[config.mk]
export PLATFORM = sky130hd
export DESIGN_NAME = rfc4122_uuid_generator_flat
export DESIGN_NICKNAME = d
export VERILOG_FILES = /design/src/rtl/core/rfcuuid_pkg.sv /design/src/rtl/core/rfcuuid_if.sv /design/src/rtl/core/rfcuuid_mul.sv /design/src/rtl/core/rfcuuid_ctrl.sv /design/src/rtl/core/rfcuuid_ctrl_top_dummy_placeholder_removed.sv /design/src/rtl/core/rfc4122_uuid_generator.sv /design/src/flat_wrapper.sv
export SDC_FILE = /design/constraint.sdc
export NUM_CORES = 2
export LEC_CHECK = 0
export BUFFER_PORTS_ARGS = -buffer_cell sky130_fd_sc_hd__buf_2
export CORE_AREA = 2 2 306 338
export CTS_BUF_LIST = sky130_fd_sc_hd__clkbuf_16
export DETAILED_ROUTE_END_ITERATION = 8
export DIE_AREA = 0 0 308 340
export GPL_TIMING_DRIVEN = 0
export MAX_ROUTING_LAYER = met4
export PLACE_DENSITY = 0.81
export REMOVE_ABC_BUFFERS = 1
export SLEW_MARGIN = 15
export SYNTH_ARGS = -nofsm -noshare
export SYNTH_HDL_FRONTEND = slang
export SYNTH_HIERARCHICAL = 1
export SYNTH_SLANG_ARGS = --single-unit
[constraint.sdc]
create_clock -name clk_i -period 15.5 [get_ports clk_i]
set_clock_uncertainty 0.2 [all_clocks]
set_input_delay 3.875 -clock clk_i [delete_from_list [all_inputs] [get_ports clk_i]]
set_output_delay 3.875 -clock clk_i [all_outputs]
set_load 0.01 [all_outputs]
[src/rtl/core/rfcuuid_pkg.sv]
`default_nettype none

package rfcuuid_pkg;

  localparam int unsigned CfgIdxW = 1;

  localparam logic [CfgIdxW-1:0] CfgSeedInit   = 1'b0;
  localparam logic [CfgIdxW-1:0] CfgMaxPerTick = 1'b1;

  localparam logic [15:0] MaxPerTickRst = 16'd1024;
  localparam logic [31:0] SeedRst       = 32'd1;

  localparam logic [30:0] LcgMul      = 31'd1103515245;
  localparam logic [31:0] LcgAdd      = 32'd12345;
  localparam logic [32:0] EpochSecs   = 33'd2922;
  localparam logic [30:0] TicksPerSec = 31'd10000000;
  localparam logic [63:0] GregOffset  = 64'h01B2_1DD2_1381_4000;

  localparam logic [3:0] VerTime   = 4'h1;
  localparam logic [3:0] VerRandom = 4'h4;
  localparam logic [1:0] VariantBits = 2'b10;

  typedef enum logic [1:0] {
    MUL_LCG  = 2'b01,
    MUL_TICK = 2'b10
  } mul_op_e;

  typedef struct packed {
    mul_op_e     op;
    logic [32:0] a;
  } mul_req_t;

  typedef struct packed {
    logic        action;
    logic [31:0] time_seconds;
    logic [19:0] time_micros;
  } req_t;

  typedef struct packed {
    logic        status;
    logic [31:0] time_low_part;
    logic [15:0] time_mid_part;
    logic [15:0] time_hi_version;
    logic [7:0]  clock_seq_hi_variant;
    logic [7:0]  clock_seq_lo;
    logic [47:0] node_id;
  } res_t;

endpackage

`default_nettype wire

[src/rtl/core/rfcuuid_if.sv]
`default_nettype none

interface rfcuuid_req_if;
  logic        valid;
  logic        ready;
  logic        action;
  logic [31:0] time_seconds;
  logic [19:0] time_micros;

  modport source (output valid, action, time_seconds, time_micros, input ready);
  modport sink (input valid, action, time_seconds, time_micros, output ready);
endinterface

interface rfcuuid_rsp_if;
  logic        valid;
  logic        ready;
  logic        status;
  logic [31:0] time_low_part;
  logic [15:0] time_mid_part;
  logic [15:0] time_hi_version;
  logic [7:0]  clock_seq_hi_variant;
  logic [7:0]  clock_seq_lo;
  logic [47:0] node_id;

  modport source (
    output valid, status, time_low_part, time_mid_part, time_hi_version,
           clock_seq_hi_variant, clock_seq_lo, node_id,
    input  ready
  );
  modport sink (
    input  valid, status, time_low_part, time_mid_part, time_hi_version,
           clock_seq_hi_variant, clock_seq_lo, node_id,
    output ready
  );
endinterface

`default_nettype wire

[src/rtl/core/rfcuuid_mul.sv]
`default_nettype none

module rfcuuid_mul
  import rfcuuid_pkg::*;
(
  input  wire logic     clk_i,
  input  wire mul_req_t mul_i,
  output logic [63:0]   prod_o
);

  logic [30:0] b;
  logic [63:0] prod_d, prod_q;

  always_comb begin
    unique case (mul_i.op)
      MUL_LCG:  b = LcgMul;
      MUL_TICK: b = TicksPerSec;
      default:  b = LcgMul;
    endcase
    prod_d = {31'b0, mul_i.a} * {33'b0, b};
  end

  always_ff @(posedge clk_i) begin
    prod_q <= prod_d;
  end

  assign prod_o = prod_q;

endmodule

`default_nettype wire

[src/rtl/core/rfcuuid_ctrl.sv]
`default_nettype none

module rfcuuid_ctrl
  import rfcuuid_pkg::*;
(
  input  wire logic        clk_i,
  input  wire logic        rst_ni,
  input  wire logic        req_fire_i,
  input  wire req_t        req_i,
  input  wire logic        seed_we_i,
  input  wire logic [31:0] seed_i,
  input  wire logic [15:0] max_per_tick_i,
  input  wire logic        out_free_i,
  input  wire logic [63:0] prod_i,
  output logic             idle_o,
  output logic             res_push_o,
  output res_t             res_o,
  output mul_req_t         mul_o
);

  typedef enum logic [9:0] {
    ST_IDLE   = 10'b00_0000_0001,
    ST_DRAW_A = 10'b00_0000_0010,
    ST_DRAW_B = 10'b00_0000_0100,
    ST_T_MUL  = 10'b00_0000_1000,
    ST_T_ADD1 = 10'b00_0001_0000,
    ST_T_ADD2 = 10'b00_0010_0000,
    ST_T_CHK  = 10'b00_0100_0000,
    ST_T_SUM  = 10'b00_1000_0000,
    ST_T_CMP  = 10'b01_0000_0000,
    ST_DONE   = 10'b10_0000_0000
  } state_e;

  state_e       state_d, state_q;
  logic [31:0]  seed_d, seed_q;
  logic [63:0]  last_d, last_q;
  logic [15:0]  rc_d, rc_q;
  logic         ready_d, ready_q;
  logic [15:0]  scs_d, scs_q;
  logic [63:0]  sts_d, sts_q;
  logic [47:0]  node_d, node_q;
  logic [3:0]   cnt_d, cnt_q;
  logic         act_d, act_q;
  logic [31:0]  secs_d, secs_q;
  logic [19:0]  us_d, us_q;
  logic [63:0]  now_d, now_q;
  logic [63:0]  t_d, t_q;
  logic [127:0] buf_d, buf_q;
  res_t         res_d, res_q;

  logic [31:0] seed_n;
  logic [1:0]  adj;
  logic [15:0] draw16;
  logic [15:0] cs_n;

  always_comb begin
    seed_n = prod_i[31:0] + LcgAdd;
    priority if (&seed_n[31:1]) begin
      adj = 2'd2;
    end else if (seed_n[31] || (seed_n == 32'h7FFF_FFFF)) begin
      adj = 2'd1;
    end else begin
      adj = 2'd0;
    end
    // low bits of seed mod (2^31-1): subtracting k*(2^31-1) adds k mod 2^16
    draw16 = seed_n[15:0] + {14'b0, adj};
    cs_n   = scs_q + {15'b0, (t_q < sts_q)};
  end

  always_comb begin
    state_d = state_q;
    seed_d  = seed_q;
    last_d  = last_q;
    rc_d    = rc_q;
    ready_d = ready_q;
    scs_d   = scs_q;
    sts_d   = sts_q;
    node_d  = node_q;
    cnt_d   = cnt_q;
    act_d   = act_q;
    secs_d  = secs_q;
    us_d    = us_q;
    now_d   = now_q;
    t_d     = t_q;
    buf_d   = buf_q;
    res_d   = res_q;
    mul_o.op = MUL_LCG;
    mul_o.a  = {1'b0, seed_q};
    res_push_o = 1'b0;

    unique case (state_q)
      ST_IDLE: begin
        if (seed_we_i) begin
          seed_d = seed_i;
        end
        if (req_fire_i) begin
          act_d  = req_i.action;
          secs_d = req_i.time_seconds;
          us_d   = req_i.time_micros;
          cnt_d  = 4'd15;
          state_d = req_i.action ? ST_T_MUL : ST_DRAW_A;
        end
      end
      ST_DRAW_A: begin
        state_d = ST_DRAW_B;
      end
      ST_DRAW_B: begin
        seed_d = seed_n;
        if (act_q && (cnt_q == 4'd6)) begin
          scs_d = draw16;
        end else begin
          buf_d = {buf_q[119:0], draw16[7:0]};
        end
        if (cnt_q == 4'd0) begin
          if (act_q) begin
            node_d  = buf_d[47:0] | (48'h1 << 40);
            ready_d = 1'b1;
            state_d = ST_T_CMP;
          end else begin
            res_d.status               = 1'b0;
            res_d.time_low_part        = buf_d[127:96];
            res_d.time_mid_part        = buf_d[95:80];
            res_d.time_hi_version      = {VerRandom, buf_d[75:64]};
            res_d.clock_seq_hi_variant = {VariantBits, buf_d[61:56]};
            res_d.clock_seq_lo         = buf_d[55:48];
            res_d.node_id              = buf_d[47:0];
            state_d = ST_DONE;
          end
        end else begin
          cnt_d   = cnt_q - 4'd1;
          state_d = ST_DRAW_A;
        end
      end
      ST_T_MUL: begin
        mul_o.op = MUL_TICK;
        mul_o.a  = {1'b0, secs_q} + EpochSecs;
        state_d  = ST_T_ADD1;
      end
      ST_T_ADD1: begin
        now_d   = prod_i + ({44'b0, us_q} << 3) + ({44'b0, us_q} << 1);
        state_d = ST_T_ADD2;
      end
      ST_T_ADD2: begin
        now_d   = now_q + GregOffset;
        state_d = ST_T_CHK;
      end
      ST_T_CHK: begin
        if (now_q != last_q) begin
          rc_d    = 16'd0;
          last_d  = now_q;
          state_d = ST_T_SUM;
        end else if (rc_q < max_per_tick_i) begin
          rc_d    = rc_q + 16'd1;
          state_d = ST_T_SUM;
        end else begin
          res_d        = '0;
          res_d.status = 1'b1;
          state_d      = ST_DONE;
        end
      end
      ST_T_SUM: begin
        t_d = last_q + {48'b0, rc_q};
        if (!ready_q) begin
          sts_d   = last_q;
          cnt_d   = 4'd6;
          state_d = ST_DRAW_A;
        end else begin
          state_d = ST_T_CMP;
        end
      end
      ST_T_CMP: begin
        scs_d = cs_n;
        sts_d = t_q;
        res_d.status               = 1'b0;
        res_d.time_low_part        = t_q[31:0];
        res_d.time_mid_part        = t_q[47:32];
        res_d.time_hi_version      = {VerTime, t_q[59:48]};
        res_d.clock_seq_hi_variant = {VariantBits, cs_n[13:8]};
        res_d.clock_seq_lo         = cs_n[7:0];
        res_d.node_id              = node_q;
        state_d = ST_DONE;
      end
      ST_DONE: begin
        if (out_free_i) begin
          res_push_o = 1'b1;
          state_d    = ST_IDLE;
        end
      end
      default: begin
        state_d = ST_IDLE;
      end
    endcase
  end

  always_ff @(posedge clk_i or negedge rst_ni) begin
    if (!rst_ni) begin
      state_q <= ST_IDLE;
      seed_q  <= SeedRst;
      last_q  <= '0;
      rc_q    <= '0;
      ready_q <= 1'b0;
      scs_q   <= '0;
      sts_q   <= '0;
      node_q  <= '0;
      cnt_q   <= '0;
    end else begin
      state_q <= state_d;
      seed_q  <= seed_d;
      last_q  <= last_d;
      rc_q    <= rc_d;
      ready_q <= ready_d;
      scs_q   <= scs_d;
      sts_q   <= sts_d;
      node_q  <= node_d;
      cnt_q   <= cnt_d;
    end
  end

  always_ff @(posedge clk_i) begin
    act_q  <= act_d;
    secs_q <= secs_d;
    us_q   <= us_d;
    now_q  <= now_d;
    t_q    <= t_d;
    buf_q  <= buf_d;
    res_q  <= res_d;
  end

  assign idle_o = (state_q == ST_IDLE);
  assign res_o  = res_q;

  a_retry_zero: assert property (@(posedge clk_i) disable iff (!rst_ni)
    (res_push_o && res_q.status) |-> (res_q.time_low_part == '0 &&
      res_q.time_hi_version == '0 && res_q.node_id == '0 &&
      res_q.clock_seq_hi_variant == '0))
    else $error("retry item carries nonzero fields");

  a_version: assert property (@(posedge clk_i) disable iff (!rst_ni)
    (res_push_o && !res_q.status) |->
      ((res_q.time_hi_version[15:12] == VerTime ||
        res_q.time_hi_version[15:12] == VerRandom) &&
       res_q.clock_seq_hi_variant[7:6] == VariantBits))
    else $error("bad version or variant bits");

  a_ready_sticky: assert property (@(posedge clk_i) disable iff (!rst_ni)
    ready_q |=> ready_q)
    else $error("time state lost its init flag");

  a_init_done: assert property (@(posedge clk_i) disable iff (!rst_ni)
    (state_q == ST_DRAW_B && cnt_q == 4'd0 && act_q) |=>
      (ready_q && node_q[40] && state_q == ST_T_CMP))
    else $error("node init did not complete");

endmodule

`default_nettype wire

[src/rtl/core/rfcuuid_ctrl_top_dummy_placeholder_removed.sv]
`default_nettype none

module rfcuuid_outreg
  import rfcuuid_pkg::*;
(
  input  wire logic clk_i,
  input  wire logic rst_ni,
  input  wire logic push_i,
  input  wire res_t res_i,
  input  wire logic take_i,
  output logic      free_o,
  output logic      valid_o,
  output res_t      res_o
);

  logic vld_d, vld_q;
  res_t res_q;

  always_comb begin
    vld_d = vld_q;
    if (push_i) begin
      vld_d = 1'b1;
    end else if (take_i) begin
      vld_d = 1'b0;
    end
  end

  always_ff @(posedge clk_i or negedge rst_ni) begin
    if (!rst_ni) begin
      vld_q <= 1'b0;
    end else begin
      vld_q <= vld_d;
    end
  end

  always_ff @(posedge clk_i) begin
    if (push_i) begin
      res_q <= res_i;
    end
  end

  assign free_o  = !vld_q || take_i;
  assign valid_o = vld_q;
  assign res_o   = res_q;

endmodule

`default_nettype wire

[src/rtl/core/rfc4122_uuid_generator.sv]
// RFC 4122 identifier generator, version 4 (random) and version 1 (time).
// Request channel req_i: action selects random (0) or time based (1);
// time_seconds / time_micros are used in time mode only. One item in gives
// one item out on rsp_o. status 1 means the repeat limit for the current
// timestamp is reached; all other fields are then zero and no state moves.
// Config port: cfg_we_i with cfg_idx_i 0 loads seed_init into the generator
// seed at once, index 1 sets max_per_tick. Write only while idle.
// The next request is accepted once the result has been loaded into the
// output register and the core is back in idle. Every random byte is one
// generator step on the single shared 33x31 multiplier, which also forms
// the 100 ns tick count; one item is in flight at a time.
// Reset clears the timestamp history and the node/clock sequence, so the
// first time request draws them anew; the seed returns to 1.
// A finished item sits in the output register while the next request is
// accepted; if rsp_o stays stalled the core holds its result and waits.
`default_nettype none

module rfc4122_uuid_generator
  import rfcuuid_pkg::*;
(
  input  wire logic               clk_i,
  input  wire logic               rst_ni,
  input  wire logic               cfg_we_i,
  input  wire logic [CfgIdxW-1:0] cfg_idx_i,
  input  wire logic [31:0]        cfg_data_i,
  rfcuuid_req_if.sink             req_i,
  rfcuuid_rsp_if.source           rsp_o
);

  logic        idle;
  logic        req_fire;
  req_t        req;
  logic [15:0] mpt_q;
  logic        seed_we;
  logic        out_free;
  logic        res_push;
  res_t        res;
  res_t        rsp;
  mul_req_t    mul_req;
  logic [63:0] prod;

  assign req_i.ready = idle;
  assign req_fire    = req_i.valid && idle;
  assign req.action       = req_i.action;
  assign req.time_seconds = req_i.time_seconds;
  assign req.time_micros  = req_i.time_micros;

  assign seed_we = cfg_we_i && (cfg_idx_i == CfgSeedInit);

  always_ff @(posedge clk_i or negedge rst_ni) begin
    if (!rst_ni) begin
      mpt_q <= MaxPerTickRst;
    end else if (cfg_we_i && (cfg_idx_i == CfgMaxPerTick)) begin
      mpt_q <= cfg_data_i[15:0];
    end
  end

  rfcuuid_mul u_mul (
    .clk_i  (clk_i),
    .mul_i  (mul_req),
    .prod_o (prod)
  );

  rfcuuid_ctrl u_ctrl (
    .clk_i          (clk_i),
    .rst_ni         (rst_ni),
    .req_fire_i     (req_fire),
    .req_i          (req),
    .seed_we_i      (seed_we),
    .seed_i         (cfg_data_i),
    .max_per_tick_i (mpt_q),
    .out_free_i     (out_free),
    .prod_i         (prod),
    .idle_o         (idle),
    .res_push_o     (res_push),
    .res_o          (res),
    .mul_o          (mul_req)
  );

  rfcuuid_outreg u_outreg (
    .clk_i   (clk_i),
    .rst_ni  (rst_ni),
    .push_i  (res_push),
    .res_i   (res),
    .take_i  (rsp_o.ready),
    .free_o  (out_free),
    .valid_o (rsp_o.valid),
    .res_o   (rsp)
  );

  assign rsp_o.status               = rsp.status;
  assign rsp_o.time_low_part        = rsp.time_low_part;
  assign rsp_o.time_mid_part        = rsp.time_mid_part;
  assign rsp_o.time_hi_version      = rsp.time_hi_version;
  assign rsp_o.clock_seq_hi_variant = rsp.clock_seq_hi_variant;
  assign rsp_o.clock_seq_lo         = rsp.clock_seq_lo;
  assign rsp_o.node_id              = rsp.node_id;

endmodule

`default_nettype wire
[src/flat_wrapper.sv]
// flat-port wrapper written by rule: the top's interface ports become plain ports
module rfc4122_uuid_generator_flat import rfcuuid_pkg::*;
  (clk_i, rst_ni, cfg_we_i, cfg_idx_i, cfg_data_i, req_i_valid, req_i_action, req_i_time_seconds, req_i_time_micros, req_i_ready, rsp_o_valid, rsp_o_status, rsp_o_time_low_part, rsp_o_time_mid_part, rsp_o_time_hi_version, rsp_o_clock_seq_hi_variant, rsp_o_clock_seq_lo, rsp_o_node_id, rsp_o_ready);
  rfcuuid_req_if req_i_i ();
  rfcuuid_rsp_if rsp_o_i ();
  input  wire logic clk_i;
  input  wire logic rst_ni;
  input  wire logic cfg_we_i;
  input  wire logic [CfgIdxW-1:0] cfg_idx_i;
  input  wire logic [31:0] cfg_data_i;
  input wire logic [$bits(req_i_i.valid)-1:0] req_i_valid;
  input wire logic [$bits(req_i_i.action)-1:0] req_i_action;
  input wire logic [$bits(req_i_i.time_seconds)-1:0] req_i_time_seconds;
  input wire logic [$bits(req_i_i.time_micros)-1:0] req_i_time_micros;
  output wire logic [$bits(req_i_i.ready)-1:0] req_i_ready;
  output wire logic [$bits(rsp_o_i.valid)-1:0] rsp_o_valid;
  output wire logic [$bits(rsp_o_i.status)-1:0] rsp_o_status;
  output wire logic [$bits(rsp_o_i.time_low_part)-1:0] rsp_o_time_low_part;
  output wire logic [$bits(rsp_o_i.time_mid_part)-1:0] rsp_o_time_mid_part;
  output wire logic [$bits(rsp_o_i.time_hi_version)-1:0] rsp_o_time_hi_version;
  output wire logic [$bits(rsp_o_i.clock_seq_hi_variant)-1:0] rsp_o_clock_seq_hi_variant;
  output wire logic [$bits(rsp_o_i.clock_seq_lo)-1:0] rsp_o_clock_seq_lo;
  output wire logic [$bits(rsp_o_i.node_id)-1:0] rsp_o_node_id;
  input wire logic [$bits(rsp_o_i.ready)-1:0] rsp_o_ready;
  assign req_i_i.valid = req_i_valid;
  assign req_i_i.action = req_i_action;
  assign req_i_i.time_seconds = req_i_time_seconds;
  assign req_i_i.time_micros = req_i_time_micros;
  assign req_i_ready = req_i_i.ready;
  assign rsp_o_valid = rsp_o_i.valid;
  assign rsp_o_status = rsp_o_i.status;
  assign rsp_o_time_low_part = rsp_o_i.time_low_part;
  assign rsp_o_time_mid_part = rsp_o_i.time_mid_part;
  assign rsp_o_time_hi_version = rsp_o_i.time_hi_version;
  assign rsp_o_clock_seq_hi_variant = rsp_o_i.clock_seq_hi_variant;
  assign rsp_o_clock_seq_lo = rsp_o_i.clock_seq_lo;
  assign rsp_o_node_id = rsp_o_i.node_id;
  assign rsp_o_i.ready = rsp_o_ready;
  rfc4122_uuid_generator u_core (.clk_i(clk_i), .rst_ni(rst_ni), .cfg_we_i(cfg_we_i), .cfg_idx_i(cfg_idx_i), .cfg_data_i(cfg_data_i), .req_i(req_i_i), .rsp_o(rsp_o_i));
endmodule
Word level (Yosys, flattened, before mapping)
Index checks and enable logic that the tools add are counted.
- order comparisons: 2
- reduce and logical (&&, ||, !) cells: 28
- muxes and demuxes: 36
- multiply operators: 1
- bitwise gates (word level): 2
- add/sub/neg operators: 10
- equality and inequality tests: 24
- operator list (cell ; number):
    two-way mux 129 bit ; 4
    one-hot mux 129 bit (3 select lines) ; 1
    one-hot mux 64 bit (2 select lines) ; 2
    two-way mux 128 bit ; 1
    one-hot mux 10 bit (10 select lines) ; 1
    adder 64 x 16 -> 64 bit ; 1
    adder 64 x 21 -> 64 bit ; 1
    adder 64 x 23 -> 64 bit ; 1
    adder 64 x 57 -> 64 bit (second input constant) ; 1
    < comparator 64 bit ; 1
    multiplier 33 x 31 -> 64 bit ; 1
    two-way mux 64 bit ; 1
    != test 64 bit ; 1
    one-hot mux 32 bit (2 select lines) ; 1
    two-way mux 10 bit ; 6
    two-way mux 16 bit ; 3
    two-way mux 35 bit ; 1
    adder 32 x 12 -> 33 bit (second input constant) ; 1
    adder 32 x 14 -> 32 bit (second input constant) ; 1
    == test 32 x 31 -> 1 bit (second input constant) ; 1
    two-way mux 32 bit ; 1
    one-hot mux 16 bit (2 select lines) ; 1
    two-way mux 31 bit ; 1
    AND reduction 31 bit ; 1
    other kinds (35) ; 68
- input port bits: 91
- word-level logic and storage cells: 136
- bits in registers: 903
- output and inout port bits: 131

Longest topological paths before layout
- depth after elaboration: 10
- mapped depth: 39

Hierarchy
The synthesis kept the hierarchy.
- modules (own cells, without submodules) (module ; area each (sq um) ; cells each ; times used):
    rfcuuid_ctrl ; 37559.8 ; 3818 ; 1
    rfcuuid_mul ; 22325.2 ; 2265 ; 1
    rfcuuid_outreg ; 3921.3 ; 132 ; 1
    rfc4122_uuid_generator ; 651.9 ; 36 ; 1

Least setup slack after synthesis
Ideal clock, no wire load.
- path kind: register to register
- start: reg u_core.u_ctrl.state_q[9]
- end: reg u_core.u_ctrl.res_q, in the netlist u_core/u_ctrl/res_o[0], enable pin
- arrival: 10.986 ns
- period minus slack after synthesis: 11.985 ns
- path buffers: 0
- library setup time: 0.800 ns
- cell stages (with the launch flop): 8
- required time: 14.500 ns
- slack: 3.515 ns
- cell sequence: dfrtp_1 nor4_1 nor3b_2 nand4b_1 inv_1 and2_1 nand2b_1 a211oi_1
- cells in the longest elaborated chain, start to end: 3
- elaborated cells on any way between the ends: 9
- classes of those cells: eq/ne: 7; reduce/logical: 2
- ends and longest elaborated chain (item ; RTL line ; RTL):
    start, declared ; rfcuuid_ctrl.sv:34 ; state_e state_d, state_q;
    start signal, assigned ; rfcuuid_ctrl.sv:207 ; state_q <= state_d;
    == test 10 x 7 -> 1 bit (tied with other cells) ; rfcuuid_ctrl.sv:91 ; unique case (state_q)
    != test 2 bit (no source line) or nonzero test 3 bit (tied branches) ; -- ;
    AND reduction 5 bit (no source line) * ; -- ;
    end signal, assigned ; rfcuuid_ctrl.sv:226 ; res_q <= res_d;
    end, declared ; rfcuuid_ctrl.sv:49 ; res_t res_d, res_q;
Mark *: on every way between the ends. The rest lies on a longest branch, timed or not.
A chain may end at the register's enable or synchronous reset.

==> results by group <==
Run status
  • Outcome: completed

Clock tree
  • Number of H-tree levels: 3
  • Sink Count: 897
  • Hold buffers post-CTS: 0
  • PostCTS Resize Cnt: 0
  • Post-CTS repair timing setup buffer count: 0
  • Largest buffer count on any clock path: 3
  • Clk Tree Root Cell: sky130_fd_sc_hd__clkbuf_16
  • Clock buffers created by TritonCTS: ~90
  • Clock transition at the registers of the reported paths: about 0.06 ns
  • Clock tree from TritonCTS: done
  • Insertion delay of the later-clocked pin in the worst-skew pair: ~0.69 ns

Drt
  • First drt pass iteration count: 6
  • DRC violation count after routing: 0
  • Via density per instance: between 5 and 6
  • Remaining number of nets flagged by the antenna check after routing: 0
  • Count of routing violations after the opening detailed-route iteration: 4,130
  • Total detailed-routing wirelength: approximately 170,000 µm
  • Drt wl/cell: 22.4 µm
  • Count of vias placed by the detailed router: 46,100

Die
  • Area of the die: around 100,000 µm²
  • Area of the core region: about 100,000 µm²
  • Starting utilization of the core area: 0.635
  • Die Y-Extent: 340 µm
  • Floorplan die width: around 310 µm
  • IO Pins: between 200 and 250
  • Cell row count: around 120

Critical path
  • Arrival time worst endpoint: about 13 ns
  • Maximum fanout count along the critical path: 7
  • Delay of the slowest cell on the worst path: about 1.1 ns
  • CP Class: reg -> reg
  • Crit. End Element: flop
  • Type of origin of the critical path: flop
  • Crit-path most repeated cell: sky130_fd_sc_hd__fa_1
  • Critical-path top delay cell: sky130_fd_sc_hd__o31ai_1
  • Data required time of the worst path: 15.83 ns

Global routing
  • Antenna violations before repair: 6
  • Number of global-route vias before repair: 46,900
  • GR Overflow Total: 0
  • Total routing usage reported by global routing: 0.347
  • Maximum number of pins on one net before global-route repair: a little over 100
  • Wire length of the first global-routing pass: ~270,000 µm

Place
  • Number of I/O port buffers: between 200 and 250
  • Final GP Congestion: slightly above 1
  • Sum of net half-perimeters after detailed placement: around 140,000 µm
  • Number of placed instances with taps included: 7,624
  • Worst slack, placed: between 3 and 4 ns

Layout
  • Number of nets in the finished design: between 7,000 and 8,000
  • Number of inserted filler cells in the final layout: around 7,500
  • Area growth from synthesis to layout: 9.04%
  • Layout cells sized above 1: 0.0906
  • Non-Filler Instances: 7,797

Yosys
  • Post-synth top area share: 0.263
  • Register area share after synthesis: 0.387
  • Most used flip-flop cell after synthesis: sky130_fd_sc_hd__edfxtp_1
  • Warning count from the yosys run: 6
  • Average instance area after synthesis: 10.3 µm²
  • Library cell with the highest instance count after synthesis: sky130_fd_sc_hd__nand2_1
  • Combined area of all synthesized cells: 64,500 µm²
  • Number of flops mapped to enable cells by yosys: around 560
  • Ys async rst share: 0.300
  • FF+latch count, synth: 897
  • Main area contributors after synthesis: sky130_fd_sc_hd__edfxtp_1 26%, sky130_fd_sc_hd__fa_1 16%, sky130_fd_sc_hd__dfrtp_1 10%
  • Commonest cells post-synth: 892 x sky130_fd_sc_hd__nand2_1, 826 x sky130_fd_sc_hd__inv_1, 564 x sky130_fd_sc_hd__edfxtp_1
  • Yosys cell types: roughly 110
  • Synth Instances: between 6,000 and 7,000
  • Yosys top cell by area: sky130_fd_sc_hd__edfxtp_1

Timing
  • Setup tns final: 0 ns
  • Post-layout worst setup margin: roughly 3.3 ns
  • Final Hold Violating Endpoints: 0
  • Final critical-path required period: about 12 ns
  • Peak Freq: 0.0820 GHz
  • Setup repair after global routing missed its margin: no
  • Number of pins with negative max-slew slack in the final report: 0
  • Worst slew slack as a fraction of its limit: 0.141
  • Setup violators final: 0
  • Actual transition at the worst max-transition pin: ~1.3 ns
  • Final period utilization: 0.787

Worst hold path
  • Min-delay worst type: reg -> reg

Run
  • Count of maximum capacitance violations: 0
==> layer usage <==
metal | track usage | vias to the layer above | part of all wire
met2 | 0.561 | 1953 | 0.49
met1 | 0.421 | 22500 | 0.38
met5 | - | - | 0
li1 | - | 21100 | -
met4 | 0.204 | 0 | 0.070
met3 | 0.0432 | 487 | 0.062
==> critical path, delay by kind of cell, from the launching register on <==
kind | cells | cell delay, ns
AND/OR/NAND/NOR | 7 | 2.32
flip-flops | 1 | 0.42
adder cells (fa/ha/maj) | 10 | 4.58
XOR/XNOR | 1 | 0.06
buffers and inverters | 4 | 0.68
AO/OA/AOI/OAI | 11 | 3.81
==> final cells by class <==
type	instances	area (µm²)	share of cell area
Multi-Input combinational cell	4301	35600	0.506
Sequential cell	897	25000	0.355
Inverter	827	3120	0.0443
Clock buffer	88	2200	0.0313
Timing Repair Buffer	289	2180	0.0310
Tap cell	1312	1640	0.0234
Clock inverter	78	597	0.00849
Antenna cell	5	12.5	0.000178
==> flip-flops by register name, summed over array words and instances, names as in the netlist <==
signal / count
u_core/u_outreg/valid_o: 1
u_core/u_ctrl/state_q: 10
u_core/u_ctrl/node_q: 48
u_core/u_outreg/res_o: 129
u_core/mpt_q: 16
u_core/u_ctrl/buf_q: 128
u_core/u_ctrl/res_o: 126
u_core/u_mul/prod_o: 64
u_core/u_ctrl/scs_q: 14
u_core/u_ctrl/last_q: 64
u_core/u_ctrl/seed_q: 32
u_core/u_ctrl/us_q: 20
u_core/u_ctrl/act_q: 1
u_core/u_ctrl/t_q: 64
u_core/u_ctrl/now_q: 64
u_core/u_ctrl/secs_q: 32
u_core/u_ctrl/rc_q: 16
u_core/u_ctrl/sts_q: 64
u_core/u_ctrl/cnt_q: 4
==> logic make-up after synthesis <==
logic type | share of synthesized area
AO/OA/AOI/OAI | 0.0788
XOR/XNOR | 0.0504
adder cells (fa/ha/maj) | 0.263
buffers and inverters | 0.0647
flip-flops | 0.387
multiplexers | 0.0240
other | 0.000175
AND/OR/NAND/NOR | 0.132
==> worst paths after layout <==
check                      slack, ns  cells past startpoint                                    to                              start
max                             3.31                     33       u_core/u_mul/prod_o[61]$_DFF_P_  u_core/u_ctrl/secs_q[1]$_DFFE_PP_
min                             0.20                      0   u_core/u_outreg/res_o[19]$_DFFE_PP_  u_core/u_ctrl/res_o[19]$_DFFE_PP_
max reg2reg                     3.31                     33       u_core/u_mul/prod_o[61]$_DFF_P_  u_core/u_ctrl/secs_q[1]$_DFFE_PP_
min reg2reg                     0.20                      0   u_core/u_outreg/res_o[19]$_DFFE_PP_  u_core/u_ctrl/res_o[19]$_DFFE_PP_
max in group asynchronous      10.94                      3          u_core/mpt_q[10]$_DFFE_PN1P_                             rst_ni
min in group asynchronous       2.86                      1  u_core/u_ctrl/node_q[34]$_DFFE_PN0P_                             rst_ni
==> metrics by stage <==
stage               hold slack (ns)  cell area [µm²]   util
floorplan                     0.200            63500      -
global route                  0.206            70300  0.692
detailed placement            0.205            67400  0.664
global placement              0.201            66300  0.652
CTS                           0.200            70200  0.691
finish                        0.203            70300  0.692
==> placed cells by master, fill, tap and decap left out, types with 79 or more instances in the layout <==
cell type,count
sky130_fd_sc_hd__edfxtp_1,564
sky130_fd_sc_hd__a21oi_1,328
sky130_fd_sc_hd__o21ai_0,199
sky130_fd_sc_hd__inv_1,848
sky130_fd_sc_hd__buf_2,220
sky130_fd_sc_hd__dfrtp_1,266
sky130_fd_sc_hd__xnor2_1,202
sky130_fd_sc_hd__mux2i_1,79
sky130_fd_sc_hd__clkbuf_16,88
sky130_fd_sc_hd__nand2_1,891
sky130_fd_sc_hd__fa_1,521
sky130_fd_sc_hd__xor2_1,167
sky130_fd_sc_hd__nand3_1,151
sky130_fd_sc_hd__ha_1,519
sky130_fd_sc_hd__nor2_1,393
Power is not shown: default switching activity piles up to over one toggle a cycle in this logic, so the estimate is an artifact.
